==> config.mk <==
export PLATFORM = sky130hd
export DESIGN_NAME = dwe_mul
export DESIGN_NICKNAME = d
export VERILOG_FILES = /design/src/hw/rtl/dwe_mul.sv
export SDC_FILE = /design/constraint.sdc
export NUM_CORES = 2
export LEC_CHECK = 0
export ABC_AREA = 1
export BUFFER_PORTS_ARGS = -buffer_cell sky130_fd_sc_hd__buf_2
export CAP_MARGIN = 5
export CORE_ASPECT_RATIO = 1.4
export CORE_MARGIN = 1.5
export CORE_UTILIZATION = 51
export DETAILED_ROUTE_END_ITERATION = 6
export GPL_TIMING_DRIVEN = 0
export HOLD_SLACK_MARGIN = 0.12
export PLACE_DENSITY = 0.66
export SYNTH_ARGS = -nofsm -noshare
export SYNTH_HDL_FRONTEND = slang
export SYNTH_SLANG_ARGS = --single-unit
export TNS_END_PERCENT = 5
==> constraint.sdc <==
create_clock -name i_clk -period 18.7 [get_ports i_clk]
set_input_delay 2.805 -clock i_clk [delete_from_list [all_inputs] [get_ports i_clk]]
set_output_delay 2.805 -clock i_clk [all_outputs]
set_load 0.05 [all_outputs]
==> src/hw/rtl/dwe_mul.sv <==
// Sequential 64-bit multiplier giving the low 64 bits of the product,
// built on one 32 by 32 multiplier used for three partial products. No dependencies.
module dwe_mul (
    input  logic        i_clk,
    input  logic        i_rst_n,
    input  logic        i_start,
    input  logic [63:0] i_a,
    input  logic [63:0] i_b,
    output logic        o_done,
    output logic [63:0] o_product
);
    logic        r_busy, n_busy;
    logic [2:0]  r_cnt, n_cnt;
    logic [63:0] r_a, n_a;
    logic [63:0] r_b, n_b;
    logic [63:0] r_p, n_p;
    logic [63:0] r_acc, n_acc;
    logic [31:0] w_x, w_y;

    always_comb begin
        n_busy = r_busy;
        n_cnt  = r_cnt;
        n_a    = r_a;
        n_b    = r_b;
        n_p    = r_p;
        n_acc  = r_acc;
        o_done = r_busy && (r_cnt == 3'd4);
        case (r_cnt)
            3'd0:    begin w_x = r_a[31:0];  w_y = r_b[31:0];  end
            3'd1:    begin w_x = r_a[31:0];  w_y = r_b[63:32]; end
            default: begin w_x = r_a[63:32]; w_y = r_b[31:0];  end
        endcase
        if (i_start) begin
            n_busy = 1'b1;
            n_cnt  = '0;
            n_a    = i_a;
            n_b    = i_b;
            n_acc  = '0;
        end else if (r_busy) begin
            if (r_cnt == 3'd4) begin
                n_busy = 1'b0;
            end else begin
                n_cnt = r_cnt + 3'd1;
                if (r_cnt != 3'd3) begin
                    n_p = {32'd0, w_x} * {32'd0, w_y};
                end
                if (r_cnt == 3'd1) begin
                    n_acc = r_acc + r_p;
                end else if (r_cnt != 3'd0) begin
                    n_acc = r_acc + {r_p[31:0], 32'd0};
                end
            end
        end
    end

    always_ff @(posedge i_clk) begin
        if (!i_rst_n) begin
            r_busy <= 1'b0;
            r_cnt  <= '0;
        end else begin
            r_busy <= n_busy;
            r_cnt  <= n_cnt;
        end
        r_a   <= n_a;
        r_b   <= n_b;
        r_p   <= n_p;
        r_acc <= n_acc;
    end

    assign o_product = r_acc;
endmodule

## Yosys cells after proc, flatten, opt, wreduce, memory -nomap -nowiden

Index checks and enable logic that the tools add are counted.

| storage, ports and cells | value |
|---|---|
| output and inout bits | 65 |
| bits of input ports | 131 |
| register bits after elaboration | 260 |

| operators by class | value |
|---|---|
| $mul | 1 |
| bitwise operators | 3 |
| reduce and logical (&&, ||, !) cells | 9 |
| add/sub/neg operators | 3 |
| mux-type cells | 7 |
| equal/unequal tests | 3 |

Operator list:

| kind | count |
|---|---|
| adder 64 bit | 2 |
| 2-to-1 mux 64 bit | 2 |
| multiplier 32 x 32 -> 64 bit | 1 |
| 2-to-1 mux 32 bit | 2 |
| AND reduction 4 bit | 1 |
| OR reduction 2 bit | 2 |
| adder 3 x 1 -> 3 bit, second input constant | 1 |
| equality test 3 x 1 -> 1 bit, second input constant | 1 |
| equality test 3 bit, second input constant | 1 |
| zero test 3 bit | 1 |
| 2-to-1 mux 1 bit | 3 |
| != test 3 x 2 -> 1 bit, second input constant | 1 |
| NOT 1 bit | 3 |
| AND reduction 3 bit | 1 |
| nonzero test 3 bit | 1 |
| AND reduction 2 bit | 1 |
| nonzero test 2 bit | 1 |
| logical AND 1 bit | 1 |

## Longest topological paths before layout

| logic depth | value |
|---|---|
| word-level depth | 4 |
| gate-level depth with buffers | 38 |
| mapped depth without buffers | 36 |

## Worst setup path before layout

Ideal clock, no wire load.

| path | value |
|---|---|
| kind | input-to-reg |
| start | input i_start |
| end | register r_p[0] (enable) |
| arrival time | 7.391 ns |
| library setup time | 0.565 ns |
| data required time | 18.135 ns |
| path slack | 10.745 ns |
| cell stages on the path | 2 |
| cells stage by stage | clkbuf_1 -> nor3_1 |

| between the ends | value |
|---|---|
| longest elaborated chain between the ends | 2 |

Ends and longest elaborated chain:

| what | line | text |
|---|---|---|
| start: declaration | 6 | `input logic i_start,` |
| NOT 1 bit (no line) | -- |  |
| AND reduction 4 bit (no line) | -- |  |
| end signal: assignment | 66 | `r_p <= n_p;` |
| end: declaration | 16 | `logic [63:0] r_p, n_p;` |

Every way passes these cells.
A chain may end at the register's enable or synchronous reset.

## Worst setup path in the final report

| path | value |
|---|---|
| start | register r_cnt[0] |
| end | register r_p[62], data pin |

| between the ends | value |
|---|---|
| longest elaborated chain between the ends | 4 |
| elaborated cells between the ends (all ways) | 6 |
| those cells by class | mul: 1; eq/ne: 1; mux: 2; reduce/logical: 2 |

Ends and longest elaborated chain:

| what | line | text |
|---|---|---|
| start: declaration | 13 | `logic [2:0] r_cnt, n_cnt;` |
| start signal: assignment | 62 | `r_cnt <= n_cnt;` |
| equality test 3 x 1 -> 1 bit or zero test 3 bit (tied branches) | 28 | `case (r_cnt)` |
| OR reduction 2 bit (no line) | -- |  |
| 2-to-1 mux 32 bit | 28 |  |
| multiplier 32 x 32 -> 64 bit (*) | 45 | `n_p = {32'd0, w_x} * {32'd0, w_y};` |

Mark *: on every way between the ends. The rest lies on a longest branch, timed or not.

==> summary.md <==
| Metric | Value |
|---|---|
| Cts hold-fix bufs | 0 |
| Final Util | 55.4% |
| Post-placement worst setup slack | 7.52 ns |
| Clock buffer depth | 3 |
| Crit Path Class | reg2reg |
| # port buffers | roughly 200 |
| Synth Area per Inst | between 7 and 8 sq um |
| Worst-path maximum fanout | 10 |
| Most common cell on crit path | fa_1 |
| Critical Path RT | about 19 ns |
| Initial DRT Pass Iterations | 6 |
| Mapped Cells | 6503 |
| CP Launch Type | flop |
| GRT Total Usage | a little under half |
| Clock Tree Root | clkbuf_16 |
| Core area | ~98000 sq um |
| Final Cycle Share | 65.2% |
| DRT antenna net count | 0 |
| Worst-Skew Late Latency | approximately 0.68 ns |
| Met2 usage | 79.1% |
| Unrepaired setup endpoints after global routing | no |
| Clock Sink Count | 260 |
| Flop and latch count out of synthesis | 260 |
| Max-slew headroom at the worst pin | 1.84% |
| DIE HEIGHT | about 380 um |
| Clk_skew | about 0.065 ns |
| Slew of the pin with the lowest slew margin | ~1.5 ns |
| Crit end category | flop |
| Hold Fails Final Rpt | 0 |
| Grt total ovfl | 0 |
| Commonest cells after routing, fill and taps aside | 1494 x inv_1, 1481 x nand2_1, 898 x fa_1 |
| CP Buf/Inv Count | 7 |
| DP Wirelength | 198000 um |
| Max_cap viols | 0 |
| FILL cells | just under 10k |
| Final Setup Violations | 0 |
| Worst-case reg-to-reg path depth | 29 |
| Async SR Flop Fraction | 0% |
| Commonest non-fill, non-tap cell in the layout | inv_1 |
| Worst-path cell with the longest stage delay | a21oi_2 |
| Die Area | 101000 sq um |
| Ports | 196 |
| Seq/Total Area, Yosys | roughly 14% |
| Number of stages on the worst setup path | 29 |
| Routability cong. | around 1.1 |
| Post-CTS Setup Inserts | 0 |
| Slowest stage delay, CP | 1.00 ns |
| GRT met1 Usage | between 40% and 50% |
| Netlist cell types | 44 |
| Drt drc | 0 |
| Initial core utilization | roughly half |
| Delay-heaviest family, CP | adder cells |
| P&R area growth vs syn | 7.41% |
| Hold Path Class | reg2reg |
| CTS tree | built |
| Layout cells sized above 1 | around 8% |
| Worst Hold Depth | 2 |
| Setup TNS | 0 ns |
| Nets | 8127 |
| Most Crowded Layer GR | met2 |
| Routed vias/inst | between 5 and 6 |
| Via count of the routed design | around 46k |
| Initial antenna violation count | 18 |
| Ys Warns | 0 |
| Mapped cell area | slightly above 50000 sq um |
| Global-route wire length before repair | 335000 um |
| DR iter-0 viols | 3746 |
| Wirelength per Cell | between 20 and 30 um |
| H-tree Lvls | 1 |
| Clock Pin Slew Worst Setup and Hold Paths | around 0.06 ns |
| WHS | just over 0.5 ns |
| CTS Buf Count | 30 |
| Final WL | 236000 um |
| Die W | about 270 um |
| FP Rows | 136 |
| Worst EP arrival | ~12 ns |
| F_max | 82.1 MHz |
| Post-CTS sizing | 0 |
| Outcome | completed |
| Post-synth EDFFs | roughly 190 |
| Largest net degree at the start of global routing | 79 |
| Final Max Slew Viols | 0 |
| Vias in the first global route | 48.1k |
| Period minus WS final | 12.19 ns |
| Synth Net Count | just under 8k |
| Most used DFF post-synth | edfxtp_1 |
| Setup slack after layout | approximately 6.5 ns |
| Routing usage on met3 | between 10% and 20% |
==> flip-flops by register name (all words and copies together), names as in the netlist <==
register / cells
o_product: 64
r_p: 64
r_b: 64
r_cnt: 3
r_a: 64
r_busy: 1
==> per-stage QoR <==
step | cell area [sq um] | cells
2_1_floorplan | 50600 | 6503
3_3_place_gp | 53200 | 8009
4_1_cts | 54300 | 8070
3_5_place_dp | 53300 | 8015
5_1_grt | 54300 | 8076
6_report | 54300 | 8085
==> worst paths after layout <==
path / start / slack (ns) / to
hold reg to reg: o_product[29]$_SDFFE_PP0P_ / 0.51 / o_product[29]$_SDFFE_PP0P_
setup / recovery: r_cnt[0]$_SDFFE_PP0P_ / 6.51 / r_p[62]$_DFFE_PP_
setup reg to reg: r_cnt[0]$_SDFFE_PP0P_ / 6.51 / r_p[62]$_DFFE_PP_
hold / removal: o_product[29]$_SDFFE_PP0P_ / 0.51 / o_product[29]$_SDFFE_PP0P_
==> per-layer routing <==
layer | share of wire (%) | routed length [um]
met1 | 28 | 66800
met2 | 46 | 109000
met3 | 9.2 | 21700
met4 | 16 | 38500
met5 | 0.036 | 86
==> layout make-up <==
cell class / instances / area [sq um] / share of cell area (%)
multi-input combinational: 4519 / 36800 / 67.7
clock buffer: 34 / 766 / 1.41
inverter: 1538 / 5780 / 10.6
timing repair buffer: 202 / 1070 / 1.98
tap: 1311 / 1640 / 3.02
antenna: 14 / 35.0 / 0.0645
buffer: 186 / 936 / 1.72
clock inverter: 21 / 204 / 0.375
sequential: 260 / 7130 / 13.1
==> cell families after synthesis <==
kind of cell	after synthesis	synth area share, %
AND/OR/NAND/NOR	2689	21.0
XOR/XNOR	62	1.07
buffers and inverters	1724	13.3
flip-flops	260	14.1
adder cells (fa/ha/maj)	1259	44.5
AO/OA/AOI/OAI	509	6.09
==> synthesized netlist by cell type (23+ instances only) <==
cell type / count / area [sq um]
nand2_1: 1481 / 5560
xor2_1: 41 / 359
nand3_1: 174 / 871
o21ai_0: 132 / 661
inv_2: 43 / 161
o21ai_4: 23 / 374
edfxtp_1: 192 / 5770
clkbuf_1: 25 / 93.8
ha_1: 361 / 4520
dfxtp_1: 68 / 1360
buf_2: 148 / 741
nor2_1: 897 / 3370
a21oi_1: 216 / 1080
or2_2: 43 / 269
fa_1: 898 / 18000
nor3_1: 36 / 180
inv_1: 1494 / 5610
o21ai_1: 32 / 160
==> worst register-to-register path: cells and delay by family (launching register included) <==
kind	cells	cell delay, ns
adders and majority gates	10	4.81
AOI/OAI and AO/OA	6	3.80
and+or+nand+nor	6	1.45
buffers and inverters	7	1.30
DFF	1	0.33
Power is left out: the tool's default activity adds up to more than one toggle a clock period on the data nets, which glitch-free logic cannot reach.
