$ cat src/hw/rtl/dwe_div.sv
// Restoring unsigned 64-bit divider, one quotient bit per cycle.
// No dependencies.
module dwe_div (
    input  logic        i_clk,
    input  logic        i_rst_n,
    input  logic        i_start,
    input  logic [63:0] i_dividend,
    input  logic [63:0] i_divisor,
    output logic        o_done,
    output logic [63:0] o_quotient
);
    logic        r_busy, n_busy;
    logic [6:0]  r_cnt, n_cnt;
    logic [63:0] r_rem, n_rem;
    logic [63:0] r_quo, n_quo;
    logic [63:0] r_dsr, n_dsr;
    logic [64:0] w_sh;
    logic [64:0] w_diff;

    always_comb begin
        n_busy = r_busy;
        n_cnt  = r_cnt;
        n_rem  = r_rem;
        n_quo  = r_quo;
        n_dsr  = r_dsr;
        w_sh   = {r_rem, r_quo[63]};
        w_diff = w_sh - {1'b0, r_dsr};
        o_done = r_busy && (r_cnt == 7'd0);
        if (i_start) begin
            n_busy = 1'b1;
            n_cnt  = 7'd64;
            n_rem  = '0;
            n_quo  = i_dividend;
            n_dsr  = i_divisor;
        end else if (r_busy) begin
            if (r_cnt == 7'd0) begin
                n_busy = 1'b0;
            end else begin
                n_cnt = r_cnt - 7'd1;
                if (!w_diff[64]) begin
                    n_rem = w_diff[63:0];
                    n_quo = {r_quo[62:0], 1'b1};
                end else begin
                    n_rem = w_sh[63:0];
                    n_quo = {r_quo[62:0], 1'b0};
                end
            end
        end
    end

    always_ff @(posedge i_clk) begin
        if (!i_rst_n) begin
            r_busy <= 1'b0;
            r_cnt  <= '0;
        end else begin
            r_busy <= n_busy;
            r_cnt  <= n_cnt;
        end
        r_rem <= n_rem;
        r_quo <= n_quo;
        r_dsr <= n_dsr;
    end

    assign o_quotient = r_quo;
endmodule

$ cat config.mk
export PLATFORM = sky130hd
export DESIGN_NAME = dwe_div
export DESIGN_NICKNAME = d
export VERILOG_FILES = /design/src/hw/rtl/dwe_div.sv
export SDC_FILE = /design/constraint.sdc
export NUM_CORES = 1
export LEC_CHECK = 0
export ABC_AREA = 1
export BUFFER_PORTS_ARGS = -buffer_cell sky130_fd_sc_hd__buf_2
export CORE_MARGIN = 2
export CORE_UTILIZATION = 55
export CTS_CLUSTER_DIAMETER = 120
export CTS_CLUSTER_SIZE = 30
export DETAILED_ROUTE_END_ITERATION = 8
export PLACE_DENSITY_LB_ADDON = 0.05
export SKIP_LAST_GASP = 1
export SYNTH_ARGS = -nofsm -noshare
export SYNTH_HDL_FRONTEND = slang
export SYNTH_SLANG_ARGS = --single-unit
$ cat constraint.sdc
create_clock -name i_clk -period 6.85 [get_ports i_clk]
set_input_delay 1.37 -clock i_clk [delete_from_list [all_inputs] [get_ports i_clk]]
set_output_delay 1.37 -clock i_clk [all_outputs]
set_load 0.01 [all_outputs]
==> Yosys cells after proc, flatten, opt, wreduce, memory -nomap -nowiden <==
Index checks and enable logic that the tools add are counted.
{ "word_totals": {"regBits": 200, "wordCells": 28} }
{ "op_classes": {"n_addsub": 2, "n_eq_ne": 1, "mux": 11, "bitwise": 2, "reduce_logical": 6} }
{ "op_table": {"columns": ["operator", "count"], "rows": [
  ["2-to-1 mux 64 bit", 4],
  ["subtractor 65 x 64 -> 65 bit", 1],
  ["2-to-1 mux 7 bit", 3],
  ["logical NOT 7 bit", 1],
  ["subtractor 7 x 1 -> 7 bit, second input constant", 1],
  ["2-to-1 mux 1 bit", 4],
  ["AND reduction 2 bit", 2],
  ["inequality test 2 bit, second input constant", 1],
  ["NOT 1 bit", 2],
  ["nonzero test 2 bit", 1],
  ["OR reduction 2 bit", 1],
  ["logical AND 1 bit", 1]
]} }

==> Longest topological paths before layout <==
Gate-level depths: netlist (run 1).
{ "logic_depth": {"word_depth": 5, "mapped_depth": 21} }

==> Worst setup path after synthesis (run 1) <==
Ideal clock, no wire load.
{ "synth_timing": {"path_type": "input to register", "startpoint": "input port i_start", "endpoint": "register r_quo[0], in the netlist o_quotient[0] (enable)", "setup_ns": 0.418, "t_arrival_ns": 3.143, "t_required_ns": 6.432, "setup_slack_ns": 3.289, "stages": 4, "n_path_buf": 2, "path_cell_list": "clkbuf_1 > nor2_1 > clkbuf_1 > inv_1"} }
{ "synth_via": {"elab_chain_len": 2, "elab_cells_between_ends": 3, "classes_between": "eq/ne (1); reduce/logical (2)"} }
{ "synth_lines": {"columns": ["item", "line", "rtl"], "rows": [
  ["start, declared", "6", "input logic i_start,"],
  ["inequality test 2 bit (no source line) or nonzero test 2 bit (tied branches)", null, null],
  ["AND reduction 2 bit (no source line) *", null, null],
  ["end signal, assigned", "60", "r_quo <= n_quo;"],
  ["end, declared", "15", "logic [63:0] r_quo, n_quo;"]
]} }
Mark *: on every way between the ends. The rest lies on a longest branch, timed or not.
A chain may end at the register's enable or synchronous reset.

==> Worst setup path in the final report (run 1) <==
{ "layout_timing": {"startpoint": "register r_dsr[0]", "endpoint": "register r_rem[25]"} }
{ "layout_via": {"elab_chain_len": 2} }
{ "layout_lines": {"columns": ["item", "line", "rtl"], "rows": [
  ["start, declared", "16", "logic [63:0] r_dsr, n_dsr;"],
  ["start signal, assigned", "61", "r_dsr <= n_dsr;"],
  ["subtractor 65 x 64 -> 65 bit", "27", "w_diff = w_sh - {1'b0, r_dsr};"],
  ["2-to-1 mux 64 bit", "40", "if (!w_diff[64]) begin"],
  ["end signal, assigned", "59", "r_rem <= n_rem;"],
  ["end, declared", "14", "logic [63:0] r_rem, n_rem;"]
]} }
No other way between the ends.

==> flow_summary.toml, run 1 <==
[floorplanning]
fp.dieH_um = 166.1
ioPinCount = 196
die_w_um = 166.1
initial_core_util_pct = 55.77
die_area_mm2 = 0.02759
coreArea_mm2 = 0.02591
num_rows = 59

[power]
p_per_area_mw_per_mm2 = 178.0
p_leak_nw = 9.484
ir_drop_mv = 0.1475

[timing]
fin_skew_ps = 21.67
slew_headroom_pct = 34.40
fin_ws_ps = 3393
fmax_mhz = 289.3
final_max_slew_viol_count = 0
tns_ps = 0
hold_viol = 0
tightest_slew_ps = 982.6
rsz0062_at_grt = "no"
min_period_ps = 3457
fin_crit_sh_pct = 50.46
setup_viol = 0

[final_layout]
drive_gt1_share_pct = 11.34
final_util_pct = 62.95
final_net_count = 2672
syn_to_final_growth_pct = 12.88
layout_commonest_cell = "nand2_1"
layout_common_cells = "1060 x nand2_1, 494 x inv_1, 194 x buf_2, 133 x nand3_1, 128 x edfxtp_1"
diodes = 0
nFillCells = 2500

[clocking]
cts_resized = 0
clkTransAtPathRegs_ps = 90
post_cts_buffers = 0
cts_buffers = 17
cts_tree = "yes"
insertion_delay_ps = 460
root_buffer = "clkbuf_16"
cts_max_level = 4
cts_sinks = 200
cts_buffer_depth = 2
hold_buffers = 0

[setup_path]
crit_path_end_kind = "register"
cp_common_cell = "nand2_1"
critical_path.top_delay_family = "simple AND/OR/NAND/NOR gates"
worstPathCellList = "ha_1 > fa_1 > inv_1 > nand2_1 > nand2_1 > nand3_1 > nand2_2 > nand2_1 > nand2_2 > nand2_1 > nand2_2 > nand2_2 > nand2_2 > nand2_1 > nand2_2 > buf_4 > nand2_1 > nand3_1 > nand2_1"
cp.buffers_inverters = 2
crit_slowest_cell = "nand2_2"
cp-start-kind = "register"
rr_startpoint = "r_dsr[0]$_DFFE_PP_"
setup.worst_path.class = "register to register"
path_max_fanout = 34
rrSetupSlack_ps = 3390
crit_required_ps = 7200
cp_slowest_stage_delay_ps = 500
crit_arrival_ps = 3800
r2r_end = "r_rem[25]$_SDFFE_PP0P_"
worstRegToRegCells = 19

[detailed_routing]
remaining_drc_errors = 0
drtAntennaViolNets = 0
avgRoutedWirePerCell_um = 14.89
drt_pre_antenna_iters = 5
wirelength_mm = 42.02
num_vias = 13990
drtIter0Drc = 1331
viasPerCell = 4.959

[yosys]
yosys_warnings = 0
syn-instance-count = 2294
synth_area_mm2 = 0.01445
syn_nets = 2492
yosysTopAreaCell = "nand2_1"
synthTopCellsByArea = "nand2_1 28%, edfxtp_1 27%, inv_1 13%"
yosysSeqAreaShare_pct = 36.57
avgSynthCellArea_um2 = 6.299
synth_top_area_share_pct = 27.56
ys_ff_latch = 200
ys_types = 41

[run]
drv_cap = 0

[grt]
grt_first_pass_wirelength_mm = 67.03
antenna_found_initial = 0
track_usage_pct = 30.47
overflow = 0
grt_max_degree = 66
first_global_vias = 13140

[placed_design]
post-place-ws_ps = 3345
place_congestion = 0.9978
place.detailed.hpwl_mm = 33.14
io_buffers = 195

[status]
status = "complete, no violations"

[min_path]
hold_start = "r_cnt[5]$_SDFFE_PP0P_"
hold_depth = 2
min_path_type = "register to register"
min_to = "r_cnt[5]$_SDFFE_PP0P_"
==> through the flow <==
step,hold WS (ps),area [um^2],total power [mW],cells
2_1_floorplan,421.7,14450,1.666,2294
3_3_place_gp,433.4,15680,1.819,2790
3_5_place_dp,461.7,15680,1.827,2790
4_1_cts,475.5,16310,2.910,2822
5_1_grt,497.5,16310,3.014,2822
6_report,472.9,16310,2.903,2822
==> how the worst max path moves through the flow <==
stage	from	to	depth (start not counted)
after floorplan	i_start	o_quotient[0]$_DFFE_PP_	4
after detailed placement	i_start	o_quotient[55]$_DFFE_PP_	5
after global placement	i_start	o_quotient[54]$_DFFE_PP_	5
after global routing	o_quotient[63]$_DFFE_PP_	r_rem[17]$_SDFFE_PP0P_	20
after CTS	o_quotient[63]$_DFFE_PP_	r_rem[25]$_SDFFE_PP0P_	20
final	r_dsr[0]$_DFFE_PP_	r_rem[25]$_SDFFE_PP0P_	19
==> where the power goes <==
part           internal (mW)  switching, mW  total [mW]
sequential              1.37         0.0374        1.41
combinational          0.137          0.257       0.394
clock                  0.510          0.590        1.10
total                   2.02          0.885        2.90
==> cells by family (layout without fill, tap and decap cells) <==
logic type / after synthesis / in the layout / synth area share [%]
AND/OR/NAND/NOR: 1372 / 1372 / 38.12
adder cells (fa/ha/maj): 67 / 67 / 5.853
buffers and inverters: 544 / 737 / 14.68
AO/OA/AOI/OAI: 80 / 80 / 2.892
XOR/XNOR: 31 / 31 / 1.879
flip-flops: 200 / 200 / 36.57
==> worst reg2reg max path, stage by stage (launching register included) <==
cell      delay (ps)
edfxtp_1         420
ha_1             240
fa_1             410
inv_1            120
nand2_1           60
nand2_1           80
nand3_1           80
nand2_2          120
nand2_1           80
nand2_2           90
nand2_1           70
nand2_2           90
nand2_2           80
nand2_2           80
nand2_1           60
nand2_2          500
buf_4            470
nand2_1          140
nand3_1          110
nand2_1           60
==> flip-flops by register name, summed over array words and instances (netlist names) <==
register and count:
o_quotient 64, r_dsr 64, r_rem 64, r_cnt 7, r_busy 1
==> synthesized netlist by cell type <==
cell,n
nand2_1,1061
inv_1,495
nand3_1,133
edfxtp_1,128
nor2_1,107
dfxtp_1,72
ha_1,66
a21oi_1,55
xnor2_1,24
clkbuf_1,23
nand2_2,21
o21ai_0,18
nor3_1,15
nand4_1,11
inv_2,7
nor2_2,7
xor2_1,7
buf_4,6
buf_2,4
and2_1,3
buf_1,3
nor2_4,3
a21oi_2,2
and3_1,2
buf_12,2
clkinv_1,2
nand3b_1,2
or2_2,2
a21boi_0,1
buf_6,1
buf_8,1
fa_1,1
nand2_4,1
nand3_2,1
nor3b_1,1
nor4_1,1
nor4_2,1
o21a_1,1
o21ai_1,1
o21bai_1,1
o31ai_1,1
==> metal layers <==
metal / track usage, % / wire length (um) / share of wire [%]
met5: 0 / 0 / 0
met4: 9.376 / 1162 / 2.8
met3: 4.719 / 2683 / 6.4
met2: 50.77 / 19160 / 46
met1: 41.03 / 19010 / 45
==> layout make-up <==
type	instances	area (um^2)	share of cell area (%)
tap	335	419.2	2.570
clock inverter	15	207.7	1.273
multi-input combinational	1550	7059	43.28
inverter	504	1892	11.60
timing repair buffer	201	1023	6.274
sequential	200	5285	32.40
clock buffer	17	425.4	2.608
(Power assumes the default switching activity.)
==> inputs of run 2 (changes only) <==
CORE_UTILIZATION = 54   (was 55)
clock period = 2.8 ns   (was 6.85 ns; I/O delays follow)
==> run 2 against run 1 <==
Largest cell class unchanged. Critical path type unchanged. Sequential share of layout area is 0.48 points lower. Sequential cell count is the same. Clock power increased by 130%.
==> flow_summary.toml, run 2 (same netlist as run 1, synthesis figures left out) <==
[power]
p_per_area_mw_per_mm2 = 422.5
ir_drop_mv = 0.3831
p_leak_nw = 9.583

[clocking]
post_cts_buffers = 0
clkTransAtPathRegs_ps = 90
cts_tree = "yes"
insertion_delay_ps = 450
cts_max_level = 4
root_buffer = "clkbuf_16"
cts_buffers = 17
cts_sinks = 200
cts_buffer_depth = 2

[timing]
hold_viol = 0
min_period_ps = 2649
tns_ps = 0
fin_ws_ps = 151.2
fin_skew_ps = 22.76
setup_viol = 0
slew_headroom_pct = 32.52
fmax_mhz = 377.5
fin_crit_sh_pct = 94.60
whs_ps = 274.8
rsz0062_at_grt = "yes"
tightest_slew_ps = 1011
final_max_slew_viol_count = 0

[run]
drv_cap = 0

[grt]
grt_max_degree = 113
overflow = 0
grt_first_pass_wirelength_mm = 67.29
antenna_found_initial = 1
first_global_vias = 13050
track_usage_pct = 30.67

[detailed_routing]
drt_pre_antenna_iters = 5
drtAntennaViolNets = 0
num_vias = 14070
remaining_drc_errors = 0
drtIter0Drc = 1174
viasPerCell = 4.961
wirelength_mm = 43.35
avgRoutedWirePerCell_um = 15.28

[min_path]
hold_depth = 1
min_to = "r_dsr[0]$_DFFE_PP_"
hold_start = "i_divisor[0]"
min_path_type = "primary input to register"

[setup_path]
cp-start-kind = "register"
crit_arrival_ps = 2980
setup.worst_path.class = "register to register"
crit_path_end_kind = "register"
rr_startpoint = "r_dsr[47]$_DFFE_PP_"
path_max_fanout = 10
worstRegToRegCells = 15
rrSetupSlack_ps = 150
r2r_end = "r_rem[4]$_SDFFE_PP0P_"
crit_required_ps = 3130

[placed_design]
dpl_cell_area_mm2 = 0.01585
place.detailed.hpwl_mm = 33.95
place_congestion = 1.023
io_buffers = 195
post-place-ws_ps = 142.3

[floorplanning]
num_rows = 59
die_w_um = 167.6
initial_core_util_pct = 55.30
fp.dieH_um = 167.6
die_area_mm2 = 0.02808
ioPinCount = 196
coreArea_mm2 = 0.02613

[status]
status = "complete, no violations"

[final_layout]
final_net_count = 2686
syn_to_final_growth_pct = 14.60
layout_common_cells = "1058 x nand2_1, 493 x inv_1, 194 x buf_2, 133 x nand3_1, 128 x edfxtp_1"
layout_commonest_cell = "nand2_1"
stdcell_area_mm2 = 0.01656
drive_gt1_share_pct = 12.12
[run 2: cell types whose count changed in the layout (fill, tap and decap cells not counted), moves of 2 or more]
| cell | change |
|---|---|
| buf_12 | +7 |
| buf_4 | +3 |
| clkbuf_16 | +2 |
| clkinv_8 | -2 |
| inv_12 | -4 |
| inv_6 | +2 |
| inv_8 | +2 |
| nand2_1 | -2 |
| nor2_1 | -3 |
| nor2_2 | +3 |
[run 2: layout make-up]
class	count	area, um^2
antenna	1	2.502
clock buffer	18	429.2
sequential	200	5285
inverter	504	1896
tap	335	419.2
multi-input combinational	1550	7098
timing repair buffer	215	1275
fill	2562	9573
clock inverter	14	155.1
[run 2: power breakdown]
group / switching [mW] / internal (mW) / total, mW
Sequential: 0.0877 / 3.35 / 3.44
Clock: 1.35 / 1.20 / 2.56
Combinational: 0.650 / 0.348 / 0.998
Total: 2.09 / 4.90 / 7.00
[run 2: repair_timing]
action                     CTS  global route
resized for setup            0            15
hold buffers                 0             0
setup endpoints to repair    0            65
[run 2: layer usage]
metal  vias to the layer above  GRT usage, %  wire length [um]
li1                       7233             -                 -
met3                        64         5.152              3060
met2                       486         50.48             19530
met5                         -             0                 0
met1                      6291         40.59             19310
met4                         0         11.80              1446
[run 2: worst max-delay path by stage]
stage                        startpoint                 endpoint  slack, ps
6_report            r_dsr[47]$_DFFE_PP_    r_rem[4]$_SDFFE_PP0P_        150
2_1_floorplan     r_cnt[3]$_SDFFE_PP0P_  o_quotient[0]$_DFFE_PP_        150
4_1_cts             r_dsr[47]$_DFFE_PP_    r_rem[4]$_SDFFE_PP0P_         70
3_5_place_dp        r_dsr[47]$_DFFE_PP_   r_rem[55]$_SDFFE_PP0P_        140
5_1_grt        o_quotient[63]$_DFFE_PP_    r_rem[4]$_SDFFE_PP0P_       0.05
3_3_place_gp   o_quotient[63]$_DFFE_PP_  o_quotient[0]$_DFFE_PP_        220
[run 2: stage by stage]
stage | util, % | power (mW) | instances
after floorplan | - | 4.077 | 2294
after global placement | 60.66 | 4.478 | 2801
after detailed placement | 60.66 | 4.497 | 2801
after CTS | 62.90 | 7.023 | 2833
after global routing | 63.37 | 7.260 | 2837
final | 63.37 | 6.996 | 2837
[run 2: worst max-delay path, cell delays in order, from the launching register on]
cell	delay, ps
edfxtp_1	340
inv_1	40
ha_1	350
nand2_1	160
inv_1	80
a21oi_1	320
nand2_1	140
inv_1	70
nand2_1	100
a21oi_4	190
nand3_2	180
nand2_8	160
buf_16	160
nand2_1	70
nand3_1	110
nand2_1	60
==> inputs of run 3 (changes only) <==
clock period = 2.25 ns   (was 2.8 ns; I/O delays follow)
==> run 3 against run 2 <==
The flow now finishes with violations (negative setup slack). Worst hold slack lost 120 ps. Sequential cell count unchanged. Critical endpoint is now r_rem[30]$_SDFFE_PP0P_. Setup slack lost 450 ps. Wire length up 11%. Sequential share of layout area decreased by 4.3 points. Power rose by 29%. Utilization up 9.8 points. Critical path type unchanged.
==> flow_summary.toml, run 3 (same netlist as run 1, synthesis figures left out) <==
[placed_design]
place.detailed.hpwl_mm = 35.14
place_congestion = 1.016
dp_cells = 3031
io_buffers = 195

[power]
p_leak_nw = 11.00
switchingPower_mw = 2.743
p_sw_share_pct = 30.31
p_per_area_mw_per_mm2 = 473.4
pwr-share-comb_pct = 16.4
p_clk_share_pct = 36.3
ir_drop_mv = 0.5259
sequentialPowerShare_pct = 47.3
p_total_mw = 9.052
intPower_mw = 6.308

[floorplanning]
initial_core_util_pct = 55.30
num_rows = 59
die_w_um = 167.6
coreArea_mm2 = 0.02613
fp.dieH_um = 167.6
die_area_mm2 = 0.02808
ioPinCount = 196

[clocking]
cts_buffers = 17
hold_buffers = 0
cts_buffer_depth = 2
cts_max_level = 4
cts_sinks = 200
insertion_delay_ps = 460
clkTransAtPathRegs_ps = 90
root_buffer = "clkbuf_16"
cts_tree = "yes"

[setup_path]
cp-start-kind = "register"
cp-startpoint = "r_dsr[0]$_DFFE_PP_"
cp_slowest_stage_delay_ps = 420
rr_startpoint = "r_dsr[0]$_DFFE_PP_"
cp_common_cell = "nand2_2"
crit_required_ps = 2580
crit_path_end_kind = "register"
critical_path.top_delay_family = "simple AND/OR/NAND/NOR gates"
setup.worst_path.class = "register to register"
crit_arrival_ps = 2880
worstPathCellList = "ha_4 > fa_2 > inv_2 > nand2_2 > nand2_2 > nand3_2 > nand2_2 > nand2_2 > nand2_2 > nand2_2 > nand2_2 > nand2_4 > nand2_4 > nand2_4 > nand2_8 > clkbuf_16 > nand2_1 > nand3_1 > nand2_1"
cp.buffers_inverters = 2
crit_slowest_cell = "edfxtp_1"
path_max_fanout = 8

[detailed_routing]
wirelength_mm = 48.07
num_vias = 15280
drtAntennaViolNets = 0
drt_pre_antenna_iters = 6
avgRoutedWirePerCell_um = 15.60
remaining_drc_errors = 0
drtIter0Drc = 1302
viasPerCell = 4.959

[timing]
rsz0062_at_grt = "yes"
fin_ws_ps = -299.2
fin_crit_sh_pct = 113.3
setup_viol = 65
slew_headroom_pct = 60.53
tightest_slew_ps = 592.1
fin_skew_ps = 26.64
hold_viol = 0
fmax_mhz = 392.3
min_period_ps = 2549
final_max_slew_viol_count = 0

[grt]
grt_max_degree = 106
first_global_vias = 14680
antenna_found_initial = 1
grt_first_pass_wirelength_mm = 73.16
track_usage_pct = 32.85
overflow = 0

[final_layout]
syn_to_final_growth_pct = 32.32
nFillCells = 2195
drive_gt1_share_pct = 24.61
instances_no_fill = 3082
layout_common_cells = "1005 x nand2_1, 489 x inv_1, 245 x buf_4, 194 x buf_2, 128 x edfxtp_1"
final_net_count = 2932
layout_commonest_cell = "nand2_1"
diodes = 0

[status]
status = "finished with violations"
violations = "negative setup slack"

[run]
drv_cap = 0

[min_path]
hold_start = "i_divisor[53]"
min_path_type = "primary input to register"
## run 3: what timing repair did
item,in CTS,in global routing
gates resized for setup,100,49
setup buffers,4,5
cloned,2,9
pin swaps,18,30
endpoints found under the setup margin,65,65
## run 3: worst paths after layout
path | to | slack, ps | cells after the start
worst max-delay path | r_rem[30]$_SDFFE_PP0P_ | -300 | 19
worst min-delay path | r_dsr[53]$_DFFE_PP_ | 160 | 1
worst max register to register | r_rem[30]$_SDFFE_PP0P_ | -300 | 19
worst min register to register | r_cnt[5]$_SDFFE_PP0P_ | 480 | 2
## run 3: area by class of cell
cell class                      instances  area [um^2]  share of cell area (%)
Multi-Input combinational cell       1551         7672                   40.13
Clock inverter                         14        176.4                  0.9227
Tap cell                              335        419.2                   2.192
Sequential cell                       200         5286                   27.65
Inverter                              504         1896                   9.914
Timing Repair Buffer                  460         3242                   16.95
Clock buffer                           18        429.2                   2.244
## run 3: routing by layer
layer	global-route usage (%)	vias up	wire length (um)
li1	-	7731	-
met1	42.35	6891	20360
met2	57.41	575	22760
met3	4.774	85	3445
met4	9.603	2	1493
met5	0	-	13
## run 3: stage by stage
stage	util (%)	area (um^2)	setup TNS, ps	setup WS [ps]	hold WS [ps]
6_report	73.17	19120	-15950	-299.2	159.6
5_1_grt	73.17	19120	-24880	-418.6	144.7
4_1_cts	71.73	18750	-10040	-221.3	147.2
3_5_place_dp	67.71	17690	-12430	-232.4	464.9
3_3_place_gp	67.71	17690	-7403	-168.6	436.6
2_1_floorplan	-	14610	-21840	-223.8	421.7
## run 3: worst reg2reg max path: cells and delay by family (launching register included)
family                     cells  cell delay (ps)
buffers and inverters          2              290
and+or+nand+nor               15             1110
adders and majority gates      2              590
DFF                            1              420
## run 3: power by group through the flow
| stage | registers [mW] | clock network [mW] | logic, mW |
|---|---|---|---|
| after floorplan | 4.40 | 0 | 0.684 |
| after global placement | 4.35 | 0 | 1.39 |
| after detailed placement | 4.36 | 0 | 1.42 |
| after CTS | 4.28 | 3.33 | 1.46 |
| after global routing | 4.31 | 3.44 | 1.64 |
| final | 4.28 | 3.29 | 1.48 |
